--- config.mk ---
export PLATFORM = sky130hd
export DESIGN_NAME = fdp_sine
export DESIGN_NICKNAME = d
export VERILOG_FILES = /design/src/hw/rtl/fdp_pkg.sv /design/src/hw/rtl/fdp_sine.sv
export SDC_FILE = /design/constraint.sdc
export NUM_CORES = 1
export LEC_CHECK = 0
export BUFFER_PORTS_ARGS = -buffer_cell sky130_fd_sc_hd__buf_2
export CORE_ASPECT_RATIO = 2
export CORE_MARGIN = 2
export CORE_UTILIZATION = 40
export DETAILED_ROUTE_END_ITERATION = 7
export GPL_TIMING_DRIVEN = 0
export PLACE_DENSITY = 0.62
export SLEW_MARGIN = 0
export SYNTH_ARGS = -nofsm -noshare
export SYNTH_HDL_FRONTEND = slang
export SYNTH_SLANG_ARGS = --single-unit
--- constraint.sdc ---
create_clock -name clock -period 7.4 [get_ports clock]
set_input_delay 0.74 -clock clock [delete_from_list [all_inputs] [get_ports clock]]
set_output_delay 0.74 -clock clock [all_outputs]
set_load 0.02 [all_outputs]
--- src/hw/rtl/fdp_pkg.sv ---
package fdp_pkg;

   // Q8.24 constants
   localparam logic signed [31:0] PI_Q      = 32'sd52707179;
   localparam logic signed [31:0] HALF_PI_Q = 32'sd26353589;
   localparam logic signed [31:0] TWO_PI_Q  = 32'sd105414357;
   localparam logic signed [31:0] CORDIC_K  = 32'sd10188014;
   localparam logic signed [31:0] Q_ONE     = 32'sd16777216;

   // reset values of the registers
   localparam logic signed [31:0] DAMPING_RST    = 32'sd838861;
   localparam logic signed [31:0] DRIVE_RATE_RST = 32'sd13421773;

   // CORDIC iteration count, capped at the table length
   localparam int CORDIC_STEPS = 24;
   localparam int ATAN_LEN     = 30;
   localparam int CORDIC_ITERS = (CORDIC_STEPS > ATAN_LEN) ? ATAN_LEN : CORDIC_STEPS;

   // range reduction: offset makes any 32-bit argument nonnegative
   localparam int RED_W = 34;
   localparam logic [RED_W-1:0] RED_OFFSET = 34'd2213701497; // 21 * TWO_PI
   localparam logic [2:0] RED_TOP_SHIFT = 3'd5;

   // register select values on bit 2 of the byte address
   localparam logic ADDR_DAMPING    = 1'b0;
   localparam logic ADDR_DRIVE_RATE = 1'b1;

   // command to the shared sine / wrap unit
   typedef struct packed {
      logic start;
      logic wrap_only;
   } sin_cmd_type;

   // arctangent table, Q8.24
   function automatic logic signed [31:0] atan_q(input logic [4:0] i);
      logic signed [31:0] r;
      unique case (i)
         5'd0:  r = 32'sd13176795;
         5'd1:  r = 32'sd7778716;
         5'd2:  r = 32'sd4110060;
         5'd3:  r = 32'sd2086331;
         5'd4:  r = 32'sd1047214;
         5'd5:  r = 32'sd524118;
         5'd6:  r = 32'sd262123;
         5'd7:  r = 32'sd131069;
         5'd8:  r = 32'sd65536;
         5'd9:  r = 32'sd32768;
         5'd10: r = 32'sd16384;
         5'd11: r = 32'sd8192;
         5'd12: r = 32'sd4096;
         5'd13: r = 32'sd2048;
         5'd14: r = 32'sd1024;
         5'd15: r = 32'sd512;
         5'd16: r = 32'sd256;
         5'd17: r = 32'sd128;
         5'd18: r = 32'sd64;
         5'd19: r = 32'sd32;
         5'd20: r = 32'sd16;
         5'd21: r = 32'sd8;
         5'd22: r = 32'sd4;
         5'd23: r = 32'sd2;
         5'd24: r = 32'sd1;
         default: r = 32'sd0;
      endcase
      return r;
   endfunction

endpackage

--- src/hw/rtl/fdp_sine.sv ---
module fdp_sine (
   input  logic                              clock,
   input  logic                              reset,
   input  fdp_pkg::sin_cmd_type              cmd,
   input  logic signed [fdp_pkg::RED_W-1:0]  arg,
   output logic                              done,
   output logic signed [31:0]                result
);
   import fdp_pkg::*;

   localparam logic [1:0] SN_IDLE = 2'd0;
   localparam logic [1:0] SN_RED  = 2'd1;
   localparam logic [1:0] SN_FOLD = 2'd2;
   localparam logic [1:0] SN_ROT  = 2'd3;

   logic [1:0]             state_ff, state_in;
   logic                   wrap_ff, wrap_in;
   logic [RED_W-1:0]       u_ff, u_in;
   logic [2:0]             k_ff, k_in;
   logic [4:0]             it_ff, it_in;
   logic signed [31:0]     r_ff, r_in, cx_ff, cx_in, cy_ff, cy_in;
   logic                   done_ff, done_in;
   logic signed [31:0]     res_ff, res_in;

   logic [RED_W-1:0]       sub_val;
   logic signed [31:0]     fr, sx, sy;

   always_comb begin
      state_in = state_ff;
      wrap_in  = wrap_ff;
      u_in     = u_ff;
      k_in     = k_ff;
      it_in    = it_ff;
      r_in     = r_ff;
      cx_in    = cx_ff;
      cy_in    = cy_ff;
      done_in  = 1'b0;
      res_in   = res_ff;
      sub_val  = RED_W'(TWO_PI_Q) << k_ff;
      fr       = $signed(u_ff[31:0]);
      sx       = cx_ff >>> it_ff;
      sy       = cy_ff >>> it_ff;
      unique case (state_ff)
         SN_IDLE: begin
            if (cmd.start) begin
               u_in     = RED_W'(arg) + RED_OFFSET;
               wrap_in  = cmd.wrap_only;
               k_in     = RED_TOP_SHIFT;
               state_in = SN_RED;
            end
         end
         // restoring subtraction of TWO_PI << k, one shift per cycle
         SN_RED: begin
            if (u_ff >= sub_val) u_in = u_ff - sub_val;
            k_in = k_ff - 3'd1;
            if (k_ff == 3'd0) begin
               state_in = wrap_ff ? SN_IDLE : SN_FOLD;
               if (wrap_ff) begin
                  done_in = 1'b1;
                  res_in  = $signed(u_in[31:0]);
               end
            end
         end
         // fold into [-pi/2, pi/2]
         SN_FOLD: begin
            if (fr >= PI_Q) fr = fr - TWO_PI_Q;
            if (fr > HALF_PI_Q) fr = PI_Q - fr;
            else if (fr < -HALF_PI_Q) fr = -PI_Q - fr;
            r_in     = fr;
            cx_in    = CORDIC_K;
            cy_in    = '0;
            it_in    = '0;
            state_in = SN_ROT;
         end
         // one rotation per cycle
         SN_ROT: begin
            if (r_ff >= 0) begin
               cx_in = cx_ff - sy;
               cy_in = cy_ff + sx;
               r_in  = r_ff - atan_q(it_ff);
            end else begin
               cx_in = cx_ff + sy;
               cy_in = cy_ff - sx;
               r_in  = r_ff + atan_q(it_ff);
            end
            it_in = it_ff + 5'd1;
            if (it_ff == 5'(CORDIC_ITERS - 1)) begin
               state_in = SN_IDLE;
               done_in  = 1'b1;
               if (cy_in > Q_ONE) res_in = Q_ONE;
               else if (cy_in < -Q_ONE) res_in = -Q_ONE;
               else res_in = cy_in;
            end
         end
         default: state_in = SN_IDLE;
      endcase
   end

   always_ff @(posedge clock) begin
      if (reset) begin
         state_ff <= SN_IDLE;
         done_ff  <= 1'b0;
      end else begin
         state_ff <= state_in;
         done_ff  <= done_in;
      end
      wrap_ff <= wrap_in;
      u_ff    <= u_in;
      k_ff    <= k_in;
      it_ff   <= it_in;
      r_ff    <= r_in;
      cx_ff   <= cx_in;
      cy_ff   <= cy_in;
      res_ff  <= res_in;
   end

   assign done   = done_ff;
   assign result = res_ff;

endmodule

==> reports/metrics.cfg <==
[critical_path]
cp_data_arrival_time_ns = 7.58
worst_setup_path_start_kind = flop
critPathMaxStageDelay_ns = 0.69
ff2ff_path_depth = 29
cp_max_fo = 10
timing.rr.end = result[18]
crit_path_frequent_cell = buf_4
endpoint_kind = flop
crit_type = reg -> reg
worst_ep_required_time_ns = 7.74
timing.rr.start = it_ff[1]
cp_slowest_cell = or4b_2
regToRegSetupSlack_ns = 0.16

[grt]
grt_antenna_before_repair = 1
use_met1 = 0.2851
met3_usage = 0.03833
grt_pass1_wl_mm = 144.5
grt_pass1_vias = 23240
grt.busiest_layer = met2
grt_max_degree = 55
grt_overflow = 0
global_route.usage.met2 = 0.6029
track_usage = 0.3199

[power_and_ir_drop]
ir_drop_uv = 190.4
power.leakage_nw = 9.931
p_per_area_mw_per_mm2 = 172.3

[synth]
async_reset_ff_frac = 0
yosysWarnings = 0
synth_edf_count = 171
ys_seq_area_frac = 0.2409
ys.flop_type = edfxtp_1
ys_ff_latch = 198
synthesis.area_mm2 = 0.02356
netlist_top_cells_area = edfxtp_1 (22%), ha_1 (8.3%), mux4_2 (6.9%), xnor2_1 (5.9%), o21ai_0 (4.7%)
syn_area_per_cell_um2 = 8.417
synthDominantCellAreaShare = 0.2180
synth.distinct_cells = 110
synth_nets = 2998
syn-instance-count = 2799
yosysTopAreaCell = edfxtp_1

[clocking]
path_clk_slew_ns = 0.10
cts-buffers-inserted = 17
clk_root_buffer_cell = clkbuf_16
cts_buffer_depth = 2
cts_max_level = 4
ctsHoldBuffers = 0
clock_latency_ns = 0.51
cts_tree = yes
cts_num_sinks = 198

[sta]
setup_viol = 0
worst_pin_slew_ns = 1.311
hold_violations = 0
post-route-period-util = 0.9789
rsz0062_at_grt = yes
relSlewSlack = 0.1260
fmax_ghz = 0.1381
maxSlewViolCount = 0
period_needed_ns = 7.243
finClkSkew_ns = 0.02409

[detailed_routing]
routedWlPerCell_um = 26.70
antenna_left = 0
firstDrtPassIters = 8
drc = 0
viasPerCell = 6.199
drt_wl_total_mm = 98.53
vias = 22870
drt_iter0_markers = 1751

[flow_run]
cap_violations = 0

[placed_design]
io_buffers = 70
dp_hpwl_mm = 80.47
place_area_mm2 = 0.02490
place_inst = 3632
finalWeightedCongestion = 1.022

[min_path]
hp-start = cmd[0]
holdPathStages = 1
hold_class = in -> reg
min_to = wrap_ff

[floorplan]
core-area_mm2 = 0.05818
ios = 71
floorplan.die_area_mm2 = 0.06097
die_h_um = 347.2
die_width_um = 175.6
start_util = 0.4049
fp-row-count = 125

[cells_and_area]
drive_above_1_share = 0.1418
fin_cells = 3690
area_delta_synth_final_pct = 11.44
finalInstanceArea_mm2 = 0.02625
nets = 3113
fill_cells = 5872

[status]
outcome = finished clean

-- report_power, final --
group | total [mW] | internal [mW] | switching [mW]
Combinational | 2.06 | 0.761 | 1.30
Sequential | 1.43 | 1.34 | 0.0908
Clock | 1.03 | 0.486 | 0.544
-- cell families (layout without fill, tap and decap cells) --
group,count (synthesis),count (layout),synth area share
simple gates,953,953,0.1912
compound gates,844,844,0.2295
xor+xnor,279,279,0.1050
buf+inv,218,346,0.04297
flops,198,198,0.2409
fa+ha+maj,161,161,0.08678
mux,146,146,0.1036
other cells,0,1,0
-- cells in the mapped netlist (all sizes together), types with 45 or more instances --
cell type  number
a21o           60
a21oi         208
buf            56
clkbuf         87
edfxtp        171
ha            157
inv            71
mux2i          51
mux4           74
nand2         295
nand3          48
nor2          290
nor3           68
o21a           45
o21ai         239
o22ai          46
xnor2         161
xor2          118
-- area by class of cell --
cell class,count,area (um^2),area share
diodes,1,2.502,0.00009532
plain buffers,137,812.0,0.03093
clock buffers,18,429.2,0.01635
clock inverters,14,181.4,0.006910
inverters,75,284.0,0.01082
multi-input cells,2383,17310,0.6592
flip-flops and latches,198,5675,0.2162
well taps,762,953.4,0.03632
repair buffers,102,610.6,0.02326
-- worst max-delay path by stage --
stage / slack [ns] / start / endpoint / depth (start not counted)
3_5_place_dp: -1.86 / it_ff[4] / result[14] / 28
6_report: 0.16 / it_ff[1] / result[18] / 29
4_1_cts: 0.0009 / it_ff[0] / result[15] / 26
5_1_grt: -0.07 / it_ff[0] / result[23] / 28
2_1_floorplan: 0.62 / it_ff[2] / result[10] / 30
3_3_place_gp: -1.86 / it_ff[4] / result[14] / 28
-- critical path: cells and delay by family, from the launching register on --
| kind | cells | cell delay [ns] |
|---|---|---|
| flip-flops | 1 | 0.41 |
| AO/OA/AOI/OAI | 9 | 1.89 |
| AND/OR/NAND/NOR | 7 | 1.84 |
| XOR/XNOR | 2 | 0.65 |
| multiplexers | 2 | 0.62 |
| buffers and inverters | 8 | 1.32 |
| adder cells (fa/ha/maj) | 1 | 0.33 |
-- per-layer routing --
layer / vias to the layer above / routed length (um) / share of wire
met5: - / 0 / 0
met4: 0 / 11240 / 0.11
met3: 377 / 3657 / 0.037
met2: 895 / 52480 / 0.53
met1: 10970 / 31150 / 0.32
li1: 10640 / - / -
-- repair_timing --
item | 4_1_cts | 5_1_grt
buffers inserted | 14 | 16
resized for setup | 69 | 57
pin swaps | 11 | 17
endpoints found under the setup margin | 53 | 36
-- stage by stage --
step	hold WS, ns	util	worst slack, ns	total power [mW]	setup TNS [ns]
CTS	0.3723	0.4450	0.0008660	4.476	0
detailed placement	0.5992	0.4280	-1.860	3.447	-63.90
global placement	0.5911	0.4273	-1.861	3.424	-63.06
floorplan	0.5081	-	0.6164	2.852	0
finish	0.3939	0.4512	0.1565	4.523	0
global route	0.3865	0.4512	-0.07291	4.742	-0.5648
-- placed cells by master, fill, tap and decap left out, drive strengths merged, types with 24 or more instances in the layout --
cell type  instances
o22ai             46
nand3             48
o31ai             30
inv               76
ha               157
nand2b            36
mux4              74
edfxtp           171
or3               29
and2              24
a31oi             30
a21oi            208
clkbuf           100
nor3              68
or2               24
buf              157
xnor2            161
nor2b             28
xor2             118
nand4             30
o21ai            239
dfxtp             27
o21a              45
nand2            295
mux2i             51
a21o              60
nor2             290
Power figures use the tool's default switching activity.
